$ cat src/design/ed_pkg.sv
// Shared constants and types of the Euclidean divider.
package ed_pkg;

   localparam int WIDTH = 32;

   typedef logic [WIDTH-1:0] word_type;

   localparam word_type MAX_POSITIVE = {1'b0, {(WIDTH-1){1'b1}}};

   // One transaction as it moves from cell to cell along the divider chain.
   typedef struct packed {
      logic     valid;
      logic     dividend_neg;
      logic     divisor_neg;
      logic     divide_by_zero;
      word_type partial_rem;
      word_type shift_word;
      word_type divisor_mag;
   } ed_stage_type;

endpackage

$ cat src/design/ed_rsp_if.sv
// Response channel of the Euclidean divider: quotient, remainder and flags.
interface ed_rsp_if;
   import ed_pkg::*;

   logic                    valid;
   logic                    ready;
   logic signed [WIDTH-1:0] quotient;
   logic signed [WIDTH-1:0] remainder;
   logic                    divide_by_zero;
   logic                    overflow;

   modport source (output valid, output quotient, output remainder,
                   output divide_by_zero, output overflow, input ready);
   modport sink (input valid, input quotient, input remainder,
                 input divide_by_zero, input overflow, output ready);
endinterface

$ cat src/design/ed_fixup.sv
// Output stage: applies the Euclidean sign rules and holds the response transaction.
module ed_fixup (
   input  logic                 clock,
   input  logic                 reset,
   input  ed_pkg::ed_stage_type stage_i,
   output logic                 advance,
   ed_rsp_if.source             rsp_chan
);
   import ed_pkg::*;

   word_type quot_mag;
   word_type rem_mag;
   word_type quot_inc;
   word_type quot_neg;
   word_type rem_neg;
   word_type rem_comp;
   word_type quot_pos;
   logic     rem_nonzero;
   logic     bump;
   logic     quot_is_neg;

   word_type quotient_in;
   word_type remainder_in;
   logic     divide_by_zero_in;
   logic     overflow_in;
   logic     valid_in;

   word_type quotient_ff;
   word_type remainder_ff;
   logic     divide_by_zero_ff;
   logic     overflow_ff;
   logic     valid_ff;

   assign advance = !valid_ff || rsp_chan.ready;

   always_comb begin
      quot_mag    = stage_i.shift_word;
      rem_mag     = stage_i.partial_rem;
      rem_nonzero = |rem_mag;
      bump        = stage_i.dividend_neg && rem_nonzero;
      quot_is_neg = stage_i.dividend_neg ^ stage_i.divisor_neg;
      quot_inc    = quot_mag + 1'b1;
      quot_neg    = ~quot_mag + 1'b1;
      rem_neg     = ~rem_mag + 1'b1;
      rem_comp    = stage_i.divisor_mag - rem_mag;
      quot_pos    = bump ? quot_inc : quot_mag;
   end

   always_comb begin
      valid_in          = stage_i.valid;
      divide_by_zero_in = 1'b0;
      overflow_in       = 1'b0;
      quotient_in       = '0;
      remainder_in      = bump ? rem_comp : rem_mag;
      if (stage_i.divide_by_zero) begin
         divide_by_zero_in = 1'b1;
         remainder_in      = stage_i.dividend_neg ? rem_neg : rem_mag;
      end else if (quot_is_neg) begin
         // Minus the sum of the magnitude and one is the complement of the magnitude.
         quotient_in = bump ? ~quot_mag : quot_neg;
      end else if (quot_pos[WIDTH-1]) begin
         quotient_in  = MAX_POSITIVE;
         remainder_in = '0;
         overflow_in  = 1'b1;
      end else begin
         quotient_in = quot_pos;
      end
   end

   always_ff @(posedge clock) begin
      if (reset) begin
         valid_ff <= 1'b0;
      end else if (advance) begin
         valid_ff          <= valid_in;
         quotient_ff       <= quotient_in;
         remainder_ff      <= remainder_in;
         divide_by_zero_ff <= divide_by_zero_in;
         overflow_ff       <= overflow_in;
      end
   end

   assign rsp_chan.valid          = valid_ff;
   assign rsp_chan.quotient       = quotient_ff;
   assign rsp_chan.remainder      = remainder_ff;
   assign rsp_chan.divide_by_zero = divide_by_zero_ff;
   assign rsp_chan.overflow       = overflow_ff;
endmodule

$ cat src/flat_wrapper.sv
// flat-port wrapper written by rule: the top's interface ports become plain ports
module ed_fixup_flat import ed_pkg::*;
  (clock, reset, stage_i, advance, rsp_chan_valid, rsp_chan_quotient, rsp_chan_remainder, rsp_chan_divide_by_zero, rsp_chan_overflow, rsp_chan_ready);
  ed_rsp_if rsp_chan_i ();
  input  logic clock;
  input  logic reset;
  input  ed_pkg::ed_stage_type stage_i;
  output logic advance;
  output wire logic [$bits(rsp_chan_i.valid)-1:0] rsp_chan_valid;
  output wire logic [$bits(rsp_chan_i.quotient)-1:0] rsp_chan_quotient;
  output wire logic [$bits(rsp_chan_i.remainder)-1:0] rsp_chan_remainder;
  output wire logic [$bits(rsp_chan_i.divide_by_zero)-1:0] rsp_chan_divide_by_zero;
  output wire logic [$bits(rsp_chan_i.overflow)-1:0] rsp_chan_overflow;
  input wire logic [$bits(rsp_chan_i.ready)-1:0] rsp_chan_ready;
  assign rsp_chan_valid = rsp_chan_i.valid;
  assign rsp_chan_quotient = rsp_chan_i.quotient;
  assign rsp_chan_remainder = rsp_chan_i.remainder;
  assign rsp_chan_divide_by_zero = rsp_chan_i.divide_by_zero;
  assign rsp_chan_overflow = rsp_chan_i.overflow;
  assign rsp_chan_i.ready = rsp_chan_ready;
  ed_fixup u_core (.clock(clock), .reset(reset), .stage_i(stage_i), .advance(advance), .rsp_chan(rsp_chan_i));
endmodule
$ cat config.mk
export PLATFORM = sky130hd
export DESIGN_NAME = ed_fixup_flat
export DESIGN_NICKNAME = d
export VERILOG_FILES = /design/src/design/ed_pkg.sv /design/src/design/ed_rsp_if.sv /design/src/design/ed_fixup.sv /design/src/flat_wrapper.sv
export SDC_FILE = /design/constraint.sdc
export NUM_CORES = 1
export LEC_CHECK = 0
export BUFFER_PORTS_ARGS = -buffer_cell sky130_fd_sc_hd__buf_2
export CORE_MARGIN = 2
export CORE_UTILIZATION = 46
export CTS_CLUSTER_DIAMETER = 40
export DETAILED_ROUTE_END_ITERATION = 16
export GPL_ROUTABILITY_DRIVEN = 1
export PLACE_DENSITY = 0.84
export SLEW_MARGIN = 10
export SYNTH_ARGS = -nofsm -noshare
export SYNTH_HDL_FRONTEND = slang
export SYNTH_SLANG_ARGS = --single-unit
$ cat constraint.sdc
create_clock -name clock -period 3.6 [get_ports clock]
set_input_delay 0.18 -clock clock [delete_from_list [all_inputs] [get_ports clock]]
set_output_delay 0.18 -clock clock [all_outputs]
set_load 0.1 [all_outputs]
Word level (Yosys, flattened, before mapping)
Cells that the tools add are included.
{ "totals": {"register_bits": 67, "latchBits": 0, "ram_bits": 0, "rom_bits": 0, "inputBits": 103, "output_inout_bits": 68, "elab_cells": 30, "memories": 0} }
{ "classes": {"n_addsub": 4, "n_mul": 0, "div_mod_pow": 0, "order_cmp": 0, "eq_ne": 0, "shift": 0, "muxes": 11, "bitwise_logic": 4, "reduce_logical": 6} }
{ "ops": {"columns": ["op", "n"], "rows": [
  ["$mux 32", 8],
  ["$add 32x1->32 const B", 3],
  ["$not 32->32", 2],
  ["$reduce_or 32->1", 1],
  ["$sub 32x32->32", 1],
  ["$mux 31", 1],
  ["$mux 1", 2],
  ["$reduce_and 2->1", 1],
  ["$reduce_or 2->1", 1],
  ["$logic_and 1x1->1", 1],
  ["$logic_not 1->1", 1],
  ["$logic_or 1x1->1", 1],
  ["$not 1->1", 1],
  ["$xor 1x1->1", 1]
]} }

Depth between registers and ports, before layout
{ "logic_depth": {"ltp_word": 6, "mapped_depth": 14, "ltp_nobuf": 14} }

Least setup slack after synthesis
Ideal clock, no wire load.
{ "synth_path": {"path_type": "register to register", "start": "register u_core.valid_ff, in the netlist u_core.rsp_chan.valid", "end": "register u_core.divide_by_zero_ff, in the netlist u_core.rsp_chan.divide_by_zero, enable pin", "setup_time_ps": 490, "arrival_time_ps": 3699, "setup_slack_ps": -589, "path_stages_with_launch": 3, "synth_period_minus_slack_ps": 4189, "path_cell_list": "dfxtp_1 > nor2b_1 > nor2_1"} }
{ "synth_via": {"elab_chain_cells": 3} }
{ "synth_rtl": {"columns": ["item", "line_no", "rtl"], "rows": [
  ["start: declaration", "ed_fixup.sv:32", "logic valid_ff;"],
  ["start signal: assignment", "ed_fixup.sv:74", "valid_ff <= valid_in;"],
  ["$logic_not 1->1", "ed_fixup.sv:34", "assign advance = !valid_ff || rsp_chan.ready;"],
  ["$logic_or 1x1->1", "ed_fixup.sv:34", null],
  ["$reduce_and 2->1 (no source line)", null, null],
  ["end signal: assignment", "ed_fixup.sv:77", "divide_by_zero_ff <= divide_by_zero_in;"],
  ["end: declaration", "ed_fixup.sv:30", "logic divide_by_zero_ff;"]
]} }
No other way between the ends.
A chain may end at the register's enable or synchronous reset.

Worst setup path in the final report
{ "layout_path": {"start": "input port stage_i[90] (netlist name)", "end": "register u_core.quotient_ff[30], in the netlist u_core.rsp_chan.quotient[30], data pin"} }
{ "layout_via": {"elab_chain_cells": 5} }
{ "layout_rtl": {"columns": ["item", "line_no", "rtl"], "rows": [
  ["start: declaration", "flat_wrapper.sv:7", "input ed_pkg::ed_stage_type stage_i;"],
  ["$reduce_or 32->1 *", "ed_fixup.sv:39", "rem_nonzero = |rem_mag;"],
  ["$logic_and 1x1->1 *", "ed_fixup.sv:40", "bump = stage_i.dividend_neg && rem_nonzero;"],
  ["$mux 32", "ed_fixup.sv:46", "quot_pos = bump ? quot_inc : quot_mag;"],
  ["$mux 31", "ed_fixup.sv:61", "end else if (quot_pos[WIDTH-1]) begin"],
  ["$mux 32 *", "ed_fixup.sv:58", "end else if (quot_is_neg) begin"],
  ["end signal: assignment", "ed_fixup.sv:75", "quotient_ff <= quotient_in;"],
  ["end: declaration", "ed_fixup.sv:28", "word_type quotient_ff;"]
]} }
Mark *: on every way between the ends. The rest lies on a longest branch, timed or not.

==> qor.yml <==
status: "finished clean"
track_usage: 0.263
synthesis.nets: 932
ir_drop_v: 0.000238
cp_max_fo: 9
ctsHoldBuffers: 0
timing.rr.start: "u_core.rsp_chan.valid"
cts.path.max_buffers: 2
synth_area_um2: 6430
grt_pass1_vias: 6292
period_share: 0.826
startpoint_type: "input pin"
postSynthCellCount: 793
cellLeakagePower_nw: 3.39
wirelength_mm: 20.1
clk_latency_ns: 0.34
fin_util: 0.572
multiInputGateArea_um2: 4110
worstPathRequired_ns: 3.67
cap_viol_max_count: 0
tns_ns: 0
clock_sinks: 67
cts_tree: "built"
areaGrowthSynthToFinish_pct: 22.7
ys_types: 70
via_per_inst: 6.21
crit_type: "in -> reg"
p_per_area_nw_per_um2: 422
cp-endpoint: "u_core.rsp_chan.quotient[30]"
place_congestion: 0.978
period_minus_slack_ns: 2.97
grt_max_degree: 67
holdCritPathClass: "in -> reg"
r2r_end: "u_core.rsp_chan.quotient[0]"
core_um2: 13800
cts.repair.resized: 0
fin_nets: 1098
setup_viol: 0
fp.dieH_um: 122
clkSlewWorstSetupHoldPaths_ns: 0.06
cts.htree.levels: 3
seq_area_frac_synth: 0.312
numCtsBuffers: 9
ys_seq_elements: 67
port_buffers: 170
start_util: 0.467
route.vias.total: 7114
antenna_left: 0
drt_iter0_markers: 1007
fmax_mhz: 336
reg2reg_slack_ns: 1.96
worstPathArrival_ns: 3.04
synth_warnings: 0
hpwl_mm: 15.0
die_x_um: 122
hold-worst-slack_ns: 0.0488
drcViolationCount: 0
final_cell_mix: "170 x buf_2, 101 x a21oi_1, 74 x nand2_1, 66 x edfxtp_1, 53 x nor2_1"
syn_avg_cell_area_um2: 8.10
grt_setup_unrepaired: "no"
synth_edf_count: 66
worst_pin_slew_ns: 1.02
synthFlopType: "edfxtp_1"
antenna_found_initial: 2
slew_viol_final: 0
die_area_um2: 14900
io_pins: 171
ys_async_sr_fraction: 0
gr-total-overflow: 0
finClkSkew_ns: 0.00793
post_cts_buffers: 0
end_kind: "register"
regArea_um2: 2000
final_common_cell: "buf_2"
hold_viol: 0
layout-drive-gt1-share: 0.235
critPathLaunch: "stage_i[90]"
fillers: 1276
dr.pass1.iters: 6
rr_worst_depth: 3
wl_per_cell_um: 17.5
grt_pass1_wl_mm: 31.0
relSlewSlack: 0.315
clockRootBuffer: "clkbuf_16"
num_rows: 43
synth_stat cells (4+ instances only):
master    instances  area share
a21o_1           28       0.033
a21oi_1         101       0.079
a31oi_1          11       0.011
and2_1            7      0.0068
and3_1            8      0.0078
clkbuf_1         34       0.020
edfxtp_1         66        0.31
ha_1             35       0.068
inv_1            48       0.028
nand2_1          74       0.043
nand3_1          26       0.020
nand4_1          12       0.012
nor2_1           54       0.032
nor2b_1           8      0.0078
nor3_1           21       0.016
nor4_1           11       0.011
o21a_1            4      0.0047
o21ai_0          52       0.040
o221ai_1         20       0.027
o22ai_1           7      0.0068
o31ai_1          15       0.018
or2_2             5      0.0049
or3_1            20       0.019
or4_1             5      0.0058
xnor2_1          23       0.031
xor2_1           26       0.035
flip-flops by register name, indices dropped and copies added, names as in the netlist:
| signal | count |
|---|---|
| u_core.rsp_chan.quotient | 32 |
| u_core.rsp_chan.remainder | 32 |
| u_core.rsp_chan.divide_by_zero | 1 |
| u_core.rsp_chan.overflow | 1 |
| u_core.rsp_chan.valid | 1 |
critical path, cell delays in order:
cell,delay [ns]
buf_2,0.12
or4_1,0.60
or3_4,0.38
o41ai_4,0.40
buf_4,0.21
nand3_2,0.18
or4_1,0.52
a32oi_1,0.20
xor2_1,0.16
a21oi_1,0.08
stage by stage:
stage               instances  instance area [µm²]  worst slack [ns]  total power [mW]
finish                   1146                 7880             0.628              3.33
global route             1146                 7880             0.371              3.46
CTS                      1144                 7880             0.665              3.32
detailed placement       1128                 7540             0.318              2.30
global placement         1128                 7540             0.352              2.28
floorplan                 793                 6430             0.520              2.00
layout make-up:
class,instances,share of cell area
Sequential cell,67,0.254
Inverter,48,0.0229
Timing Repair Buffer,193,0.130
Multi-Input combinational cell,640,0.521
Tap cell,180,0.0286
Antenna cell,2,0.000635
Clock buffer,9,0.0286
Clock inverter,7,0.0148
power by group:
group / switching [mW] / leakage (nW) / internal [mW] / total, mW
Combinational: 0.979 / 2.57 / 0.350 / 1.33
Sequential: 0.0203 / 0.662 / 0.951 / 0.972
Clock: 0.352 / 0.165 / 0.675 / 1.03
Total: 1.35 / 3.39 / 1.98 / 3.33
worst min-delay path by stage:
stage | start | end | slack [ns] | depth (start not counted)
final | reset | u_core.rsp_chan.valid | 0.05 | 2
after global routing | reset | u_core.rsp_chan.valid | 0.05 | 2
after floorplan | reset | u_core.rsp_chan.valid | 0.25 | 1
after global placement | reset | u_core.rsp_chan.valid | 0.39 | 2
after CTS | reset | u_core.rsp_chan.valid | 0.04 | 2
after detailed placement | reset | u_core.rsp_chan.valid | 0.40 | 2
cells by family after synthesis:
kind of cell | share of synthesized area
AOI/OAI and AO/OA | 0.286
xor gates and xnor gates | 0.0693
adders and majority gates | 0.0713
buffers and inverters | 0.0520
DFF | 0.312
muxes | 0.00156
and+or+nand+nor | 0.209
per-layer routing:
layer / track usage / wire, µm / share of wire
met5: 0 / 0 / 0
met4: 0.111 / 705 / 0.035
met3: 0.0487 / 2100 / 0.10
met2: 0.395 / 8840 / 0.44
met1: 0.370 / 8420 / 0.42
Note: power is estimated with default switching activity, not from simulation.
