## config.mk

```make
export PLATFORM = sky130hd
export DESIGN_NAME = ed_cell
export DESIGN_NICKNAME = d
export VERILOG_FILES = /design/src/design/ed_pkg.sv /design/src/design/ed_cell.sv
export SDC_FILE = /design/constraint.sdc
export NUM_CORES = 1
export LEC_CHECK = 0
export BUFFER_PORTS_ARGS = -buffer_cell sky130_fd_sc_hd__buf_2
export CAP_MARGIN = 10
export CORE_MARGIN = 2
export CORE_UTILIZATION = 48
export DETAILED_ROUTE_END_ITERATION = 16
export HOLD_SLACK_MARGIN = 0.06
export PLACE_DENSITY = 0.78
export RECOVER_POWER = 25
export SLEW_MARGIN = 40
export SYNTH_ARGS = -nofsm -noshare
export SYNTH_HDL_FRONTEND = slang
export SYNTH_SLANG_ARGS = --single-unit
```

## constraint.sdc

```tcl
create_clock -name clock -period 16.6 [get_ports clock]
set_clock_uncertainty 0.15 [all_clocks]
set_input_delay 1.66 -clock clock [delete_from_list [all_inputs] [get_ports clock]]
set_output_delay 1.66 -clock clock [all_outputs]
set_load 0.01 [all_outputs]
```

## src/design/ed_pkg.sv

```systemverilog
// Shared constants and types of the Euclidean divider.
package ed_pkg;

   localparam int WIDTH = 32;

   typedef logic [WIDTH-1:0] word_type;

   localparam word_type MAX_POSITIVE = {1'b0, {(WIDTH-1){1'b1}}};

   // One transaction as it moves from cell to cell along the divider chain.
   typedef struct packed {
      logic     valid;
      logic     dividend_neg;
      logic     divisor_neg;
      logic     divide_by_zero;
      word_type partial_rem;
      word_type shift_word;
      word_type divisor_mag;
   } ed_stage_type;

endpackage

```

## src/design/ed_cell.sv

```systemverilog
// One restoring division cell: develops one quotient bit and passes the transaction on.
module ed_cell (
   input  logic                clock,
   input  logic                reset,
   input  logic                advance,
   input  ed_pkg::ed_stage_type stage_i,
   output ed_pkg::ed_stage_type stage_o
);
   import ed_pkg::*;

   logic [WIDTH:0] shifted;
   logic [WIDTH:0] trial;
   ed_stage_type   stage_ff;
   ed_stage_type   stage_in;

   always_comb begin
      shifted  = {stage_i.partial_rem, stage_i.shift_word[WIDTH-1]};
      trial    = shifted - {1'b0, stage_i.divisor_mag};
      stage_in = stage_i;
      if (!trial[WIDTH]) begin
         stage_in.partial_rem = trial[WIDTH-1:0];
         stage_in.shift_word  = {stage_i.shift_word[WIDTH-2:0], 1'b1};
      end else begin
         stage_in.partial_rem = shifted[WIDTH-1:0];
         stage_in.shift_word  = {stage_i.shift_word[WIDTH-2:0], 1'b0};
      end
   end

   always_ff @(posedge clock) begin
      if (reset) begin
         stage_ff.valid <= 1'b0;
      end else if (advance) begin
         stage_ff <= stage_in;
      end
   end

   assign stage_o = stage_ff;
endmodule

```

# Word-level counts from Yosys, hierarchy flattened
# Index checks and enable logic that the tools add are counted.
totals:
  reg_bits: 100
  latchBits: 0
  ram_bits: 0
  rom_bits: 0
  in_bits: 103
  output_inout_bits: 100
  elab_cells: 11
  mem_count: 0
op_classes:
  add_sub_neg: 1
  n_mul: 0
  div_mod_pow: 0
  n_lt_le_gt_ge: 0
  n_eq_ne: 0
  n_shift: 0
  muxes: 1
  bitwise_logic: 1
  reduce_logical: 1
op_table:
  columns: ["op", "count"]
  rows:
  - ["two-way mux 64 bit", 1]
  - ["subtractor 33 x 32 -> 33 bit", 1]
  - ["AND reduction 2 bit", 1]
  - ["inverter 1 bit", 1]

# Longest topological paths before layout
# Gate-level depths: netlist (run 1).
logic_depth:
  ltp_word: 2
  ltp_mapped: 12
  depth_no_buf: 11

# Worst setup path after synthesis (run 1)
# OpenSTA, ideal clock, no wires.
synth_path:
  kind: "input to register"
  start: "in reset"
  end: "reg stage_ff, in the netlist stage_o[0] (enable)"
  setup_ns: 0.571
  t_arrival_ns: 6.064
  required_time_ns: 15.879
  setup_slack_ns: 9.815
  cell_stages: 1
  path_cell_list: "nor2b_1"
synth_between:
  elab_chain_len: 2
synth_lines:
  columns: ["element", "line", "rtl"]
  rows:
  - ["start, declared", "ed_cell.sv:4", "input logic reset,"]
  - ["inverter 1 bit (no source line)", null, null]
  - ["AND reduction 2 bit (no source line)", null, null]
  - ["end signal, assigned", "ed_cell.sv:33", "stage_ff <= stage_in;"]
  - ["end, declared", "ed_cell.sv:13", "ed_stage_type stage_ff;"]
# Every way passes these cells.
# A chain may end at the register's enable or synchronous reset.

==> impl_summary.txt, run 1 <==
----------------------------------------------------
[Run status]
  Status ... finished clean

[Timing]
  Setup repair after global routing missed its margin ... false
  Post-Route Hold Slack ... 0.349 ns
  Pins Over Slew Limit ... 0
  Final Critical Period ... 4.90 ns
  Final critical-path share of the clock period ... 29.5%
  Normalized max-slew margin ... 19.7%
  Max Freq ... 204 MHz
  Final setup violation count ... 0
  Sum Neg Setup Slack ... 0 ns
  Final hold violation count ... 0
  Least-Margin Pin Slew ... 1.20 ns

[Floorplan]
  Area of the die ... 12,300 sq um
  Standard-cell row count ... 39
  Initial core utilization ... 48.6%
  Overall die height ... 111 um
  Floorplan Core Area ... 11,300 sq um
  Die span in x ... 111 um
  Top-level I/O count ... 203

[Global route]
  Overall fraction of global-route tracks in use ... 20.9%
  Via count of the first global-routing pass ... 4,131
  First-pass GRT wire length ... 20.6 mm
  Largest net degree at the start of global routing ... 72
  Antenna violations before repair ... 1
  Global route overflow ... 0

[CTS]
  CTS tree ... done
  Number of gates resized after cts ... 0
  Maximum buffer depth of the clock tree ... 2
  H-tree levels ... 3
  Hold_buf cts ... 0
  Number of buffers added by the clock tree synthesis step ... 9
  Sink count of the clock tree ... 100
  Clk slew on worst S/H paths ... 0.07 ns
  Clock tree root driver cell ... sky130_fd_sc_hd__clkbuf_16
  Number of setup buffers added after CTS ... 0
  Clock latency on the worst-skew pair ... 0.35 ns

[Power and ir drop]
  Combinational share of power ... 24.3%
  Net Sw Frac ... 27.9%
  Clock share of power ... 29.8%
  Peak ir drop on the vdd network ... 0.0564 mV
  Leak pwr ... 3.13 nW
  Internal power ... 0.000485 W
  Power density over the cells ... 97.0 nW/um^2
  Sequential cell fraction of total power ... 45.9%
  Reported net switching power ... 0.000187 W

[Layout]
  Max reg flops ... 100
  Ratio of cells with drive above 1 in the final layout ... 36.2%
  Area of the multi-input gates ... 2300 sq um
  Area added between synthesis and finish ... 25.8%
  Total area of sequential cells ... 2990 sq um
  Post-route cell area ... 6920 sq um
  Total number of nets in the final design ... 788
  Filler Cell Count ... 943

[Route]
  Total Wirelength ... 13.0 mm
  Routed wire length per instance ... 16.2 um
  Vias per Instance ... 5.22
  Initial detailed-routing violation count ... 222
  First-pass DRT Iterations ... 4
  Antenna violation net count after detailed routing ... 0
  Remaining design rule violation count ... 0
  Number of vias after detailed routing ... 4,183

[Place]
  Post-DP Area ... 6650 sq um
  Final HPWL from detailed placement ... 9.90 mm
  Number of I/O port buffers ... 202
  Placer's final routability congestion estimate ... 0.869

[Yosys]
  Number of library cell types mapped by synthesis ... 50
  Combined area of all synthesized cells ... 5500 sq um
  Cell count after synthesis ... 447
  Number of nets produced by synthesis ... 583
  Seq/Total Area, Yosys ... 54.4%
  Number of register bits inferred by synthesis ... 100
  Synth warn ... 0
  Average cell area after synthesis ... 12.3 sq um

[Worst setup path]
  Worst path required time ... 16.55 ns
  Critical path, cell by cell ... clkbuf_1, ha_1, fa_1, nand2b_1, a21oi_1, o211ai_1, a21oi_1, o31a_2, mux2i_1, nor2_4, buf_4, mux2_2
  Crit path top cell by count ... sky130_fd_sc_hd__a21oi_1
  Worst Setup Start Kind ... primary input
  Kind of end point of the critical path ... register
  Category of the most critical setup path ... primary input to register
  Cell type of the slowest stage on the worst timing path ... sky130_fd_sc_hd__nor2_4
  Slowest Stage Delay on Critical Path ... 0.50 ns
  Data arrival, critical path ... 4.85 ns
  Critical register-to-register path startpoint ... stage_o[99]
  Worst setup startpoint ... stage_i[0]
  Maximum net fanout on the critical path ... 20

[Min path]
  Worst min-delay path category ... register to register
  Worst hold start ... stage_o[99]

[Job]
  Max-cap violations ... 0

----------------------------------------------------
-- worst paths after layout --
path              cells after the start     endpoint  slack [ns]
hold reg to reg                       2  stage_o[99]        0.35
setup reg to reg                      2  stage_o[99]       15.87
setup / recovery                     12  stage_o[66]       11.70
hold / removal                        2  stage_o[99]        0.35
-- final cells by class --
type,instances,share of cell area [%]
flip-flops and latches,100,43.2
multi-input cells,298,33.3
repair buffers,205,14.8
clock buffers,11,3.36
well taps,143,2.58
inverters,38,2.06
clock inverters,5,0.651
diodes,1,0.0362
-- cells by family (layout without fill, tap and decap cells) --
family / after synthesis / after routing / synth area share (%)
and+or+nand+nor: 101 / 101 / 9.49
xor gates and xnor gates: 23 / 23 / 3.66
buffers and inverters: 49 / 259 / 3.82
other: 0 / 1 / 0
muxes: 34 / 34 / 8.53
AOI/OAI and AO/OA: 107 / 107 / 12.4
DFF: 100 / 100 / 54.4
adders and majority gates: 33 / 33 / 7.64
-- cell usage after synthesis (all sizes together) --
master   instances  area (sq um)
a2111oi          1          8.76
a211oi           3          22.5
a21bo            3          30.0
a21boi           1          7.51
a21o            18           135
a21oi           39           199
a31oi            1          6.26
a41o             1          10.0
and2             3          18.8
and3             4          25.0
and4             3          26.3
and4b            1          10.0
buf              5          43.8
clkbuf           6          23.8
dfxtp            1          20.0
edfxtp          99          2970
fa               1          20.0
ha              32           400
inv             38           143
mux2            28           409
mux2i            6          60.1
nand2           27           101
nand2b           8          50.1
nand3           10          50.1
nand3b           2          15.0
nand4            6          37.5
nor2            20          77.6
nor2b            6          37.5
nor3             4          20.0
nor4             2          12.5
nor4b            2          17.5
o2111a           1          11.3
o2111ai          1          8.76
o211ai           6          45.0
o21a             5          37.5
o21ai           18          90.1
o21bai           5          37.5
o311a            1          10.0
o31a             1          10.0
o31ai            2          15.0
or3              2          12.5
or4b             1          10.0
xnor2           13           114
xor2            10          87.6
-- metal layers --
layer  part of all wire [%]  wire, um  track usage, %  vias to the layer above
met4                    2.0       260            6.09                        0
met1                     44      5750            28.4                     1942
li1                       -         -               -                     2069
met2                     47      6130            33.7                      151
met3                    6.3       813            5.08                       21
met5                      0         0               0                        -
-- cell usage in the layout (no fill, tap or decap), types with 3 or more instances in the layout --
cell type / count
sky130_fd_sc_hd__edfxtp_1: 99
sky130_fd_sc_hd__mux2i_1: 6
sky130_fd_sc_hd__nor2_1: 19
sky130_fd_sc_hd__mux2_2: 3
sky130_fd_sc_hd__o21ai_0: 17
sky130_fd_sc_hd__nand2_1: 27
sky130_fd_sc_hd__nor3_1: 4
sky130_fd_sc_hd__nand4_1: 6
sky130_fd_sc_hd__mux2_4: 25
sky130_fd_sc_hd__nand3_1: 10
sky130_fd_sc_hd__ha_1: 32
sky130_fd_sc_hd__nor2b_1: 6
sky130_fd_sc_hd__and2_1: 3
sky130_fd_sc_hd__inv_1: 38
sky130_fd_sc_hd__o21bai_1: 5
sky130_fd_sc_hd__xnor2_1: 13
sky130_fd_sc_hd__clkbuf_16: 9
sky130_fd_sc_hd__o21a_1: 5
sky130_fd_sc_hd__a21bo_2: 3
sky130_fd_sc_hd__a21oi_1: 38
sky130_fd_sc_hd__o211ai_1: 6
sky130_fd_sc_hd__nand2b_1: 8
sky130_fd_sc_hd__a21o_1: 18
sky130_fd_sc_hd__xor2_1: 10
sky130_fd_sc_hd__a211oi_1: 3
sky130_fd_sc_hd__and4_1: 3
sky130_fd_sc_hd__clkbuf_1: 18
sky130_fd_sc_hd__and3_1: 4
sky130_fd_sc_hd__buf_2: 186
-- power groups by stage --
stage | sequential (W) | clock, W | combinational (W)
after floorplan | 0.000327 | 0 | 0.0000991
after global placement | 0.000314 | 0 | 0.000159
after detailed placement | 0.000314 | 0 | 0.000163
after CTS | 0.000309 | 0.000204 | 0.000164
after global routing | 0.000310 | 0.000215 | 0.000179
final | 0.000308 | 0.000200 | 0.000163
-- stage by stage --
stage	worst slack (ns)	instances	util, %	total power, W
after global routing	11.50	801	61.1	0.000704
after global placement	11.43	783	58.7	0.000473
after detailed placement	11.32	783	58.7	0.000477
final	11.70	801	61.1	0.000672
after floorplan	9.82	447	-	0.000426
after CTS	11.66	799	61.2	0.000677
-- critical path, delay by kind of cell --
family | cells | cell delay, ns
adders and majority gates | 2 | 0.63
AOI/OAI and AO/OA | 4 | 0.80
buffers and inverters | 2 | 0.57
muxes | 2 | 0.49
and+or+nand+nor | 2 | 0.68
Note: power is estimated with default switching activity, not from simulation.
==> run 2, diff against run 1 <==
Settings changed: CORE_UTILIZATION 48 to 45, PLACE_DENSITY 0.78 to 0.77.
Clock period 16.6 ns to 4.2 ns, I/O delays scaled along.
==> run 2 against run 1 <==
  * Critical path type unchanged
  * Register-to-register slack got worse by 12 ns
  * Global-route usage fell by 1.2 points
  * Via count decreased by 0.88%
  * Sequential share of layout area shrank 0.38 points
  * The run now ends with capacitance limit, slew limit left
  * Largest cell class unchanged
==> impl_summary.txt, run 2 (synthesis results as in run 1) <==
----------------------------------------------------
[CTS]
  Number of buffers added by the clock tree synthesis step ... 9
  Hold_buf cts ... 0
  Clock latency on the worst-skew pair ... 0.35 ns
  Clk slew on worst S/H paths ... 0.07 ns
  Number of gates resized after cts ... 0
  Number of setup buffers added after CTS ... 0
  H-tree levels ... 3
  Sink count of the clock tree ... 100
  Clock tree root driver cell ... sky130_fd_sc_hd__clkbuf_16
  Maximum buffer depth of the clock tree ... 2
  CTS tree ... done

[Min path]
  Worst Hold Endpoint ... stage_o[99]
  Depth of the worst hold-timing path ... 2
  Worst hold start ... reset
  Worst min-delay path category ... primary input to register

[Floorplan]
  Initial core utilization ... 46.0%
  Floorplan Core Area ... 12,000 sq um
  Standard-cell row count ... 40
  Area of the die ... 13,100 sq um
  Top-level I/O count ... 203
  Overall die height ... 115 um
  Die span in x ... 115 um

[Worst setup path]
  Critical path, cell by cell ... buf_2, inv_1, ha_1, fa_1, nand2b_1, a21oi_1, o211ai_1, a21oi_1, o31a_2, mux2i_1, nor2_4, buf_12, mux2_2
  Minimum setup slack among reg-to-reg paths ... 3.45 ns
  Cell type of the slowest stage on the worst timing path ... sky130_fd_sc_hd__fa_1
  Worst Setup Start Kind ... primary input
  Data arrival, critical path ... 3.25 ns
  Critical register-to-register path startpoint ... stage_o[99]
  Category of the most critical setup path ... primary input to register
  Maximum net fanout on the critical path ... 14
  R2r worst-path depth ... 2
  Kind of end point of the critical path ... register
  Worst path required time ... 4.15 ns
  Crit path top cell by count ... sky130_fd_sc_hd__a21oi_1
  Reg2Reg Capture Point ... stage_o[99]
  Slowest Stage Delay on Critical Path ... 0.40 ns

[Timing]
  Setup repair after global routing missed its margin ... false
  Least-Margin Pin Slew ... 2.27 ns
  Normalized max-slew margin ... -51.6%
  Sum Neg Setup Slack ... 0 ns
  Final hold violation count ... 0
  Final setup violation count ... 0
  Final critical-path share of the clock period ... 78.6%
  Pins Over Slew Limit ... 28
  Final Critical Period ... 3.30 ns
  Max Freq ... 303 MHz

[Layout]
  Final standard cell count with taps included and fillers excluded ... 804
  Area of the multi-input gates ... 2300 sq um
  Filler Cell Count ... 1,000
  Area added between synthesis and finish ... 27.0%
  Final core utilization ... 58.4%
  Total number of nets in the final design ... 788
  Antenna cell count ... 0
  Max reg flops ... 100
  Top library cells by usage in the layout, fill and taps aside ... 182 x sky130_fd_sc_hd__buf_2, 99 x sky130_fd_sc_hd__edfxtp_1, 38 x sky130_fd_sc_hd__inv_1, 38 x sky130_fd_sc_hd__a21oi_1, 32 x sky130_fd_sc_hd__ha_1
  Ratio of cells with drive above 1 in the final layout ... 35.9%
  Most common library cell in the layout ignoring fill and taps ... sky130_fd_sc_hd__buf_2
  Total area of sequential cells ... 2990 sq um

[Power and ir drop]
  Power density over the cells ... 393 nW/um^2
  Leak pwr ... 3.15 nW
  Overall power consumption ... 0.00275 W
  Peak ir drop on the vdd network ... 0.153 mV

[Global route]
  Via count of the first global-routing pass ... 4,004
  Largest net degree at the start of global routing ... 73
  Antenna violations before repair ... 0
  Global route overflow ... 0
  First-pass GRT wire length ... 20.0 mm
  Overall fraction of global-route tracks in use ... 19.7%

[Route]
  First-pass DRT Iterations ... 4
  Routed wire length per instance ... 16.4 um
  Total Wirelength ... 13.2 mm
  Antenna violation net count after detailed routing ... 0
  Initial detailed-routing violation count ... 285
  Remaining design rule violation count ... 0
  Number of vias after detailed routing ... 4,146
  Vias per Instance ... 5.16

[Run status]
  Failing checks ... capacitance limit, slew limit
  Status ... finished with violations

[Job]
  Max-cap violations ... 1

[Place]
  Number of I/O port buffers ... 202
  Placed cells ... 788
  Placer's final routability congestion estimate ... 0.831
  Final HPWL from detailed placement ... 10.3 mm

----------------------------------------------------
run 2: cell types whose count changed in the layout (fill, tap and decap cells not counted), sizes merged:
cell      change
buf           -4
clkbuf        +3
bufinv        +1
clkinvlp      -1
diode         -1
inv           +1
run 2: stage by stage:
stage               setup WS (ns)  cell area (sq um)  hold slack, ns
finish                      0.901               6980          0.0892
floorplan                   0.610               5500           0.342
detailed placement          0.550               6700           0.385
global placement            0.607               6700           0.322
CTS                         0.894               7020          0.0803
global route                0.678               6980          0.0828
run 2: power breakdown:
| group | switching, W | internal, W |
|---|---|---|
| combinational | 0.000345 | 0.000312 |
| clock | 0.000381 | 0.000490 |
| sequential | 0.0000191 | 0.00120 |
| total | 0.000744 | 0.00200 |
run 2: worst max path at each step:
stage / startpoint / end / slack [ns] / cells past startpoint
2_1_floorplan: advance / stage_o[0] / 0.61 / 1
3_3_place_gp: stage_i[63] / stage_o[95] / 0.61 / 13
3_5_place_dp: stage_i[0] / stage_o[66] / 0.55 / 12
4_1_cts: stage_i[0] / stage_o[66] / 0.89 / 12
5_1_grt: stage_i[0] / stage_o[95] / 0.68 / 12
6_report: stage_i[63] / stage_o[66] / 0.90 / 13
run 2: cell type report:
class | count | area share [%]
Clock buffer | 10 | 3.42
Clock inverter | 6 | 1.09
Inverter | 38 | 2.04
Multi-Input combinational cell | 298 | 33.0
Sequential cell | 100 | 42.9
Tap cell | 147 | 2.63
Timing Repair Buffer | 205 | 15.0
run 2: critical path, delay by kind of cell:
family	cells	cell delay (ns)
muxes	2	0.45
adders and majority gates	2	0.62
buffers and inverters	3	0.35
and+or+nand+nor	2	0.57
AOI/OAI and AO/OA	4	0.83
run 2: layer usage:
layer	wire (um)	part of all wire [%]	GRT usage [%]	vias up
met2	6410	49	33.1	140
met1	5860	44	25.9	1919
li1	-	-	-	2074
met3	752	5.7	3.02	13
met4	183	1.4	6.91	0
met5	0	0	0	-
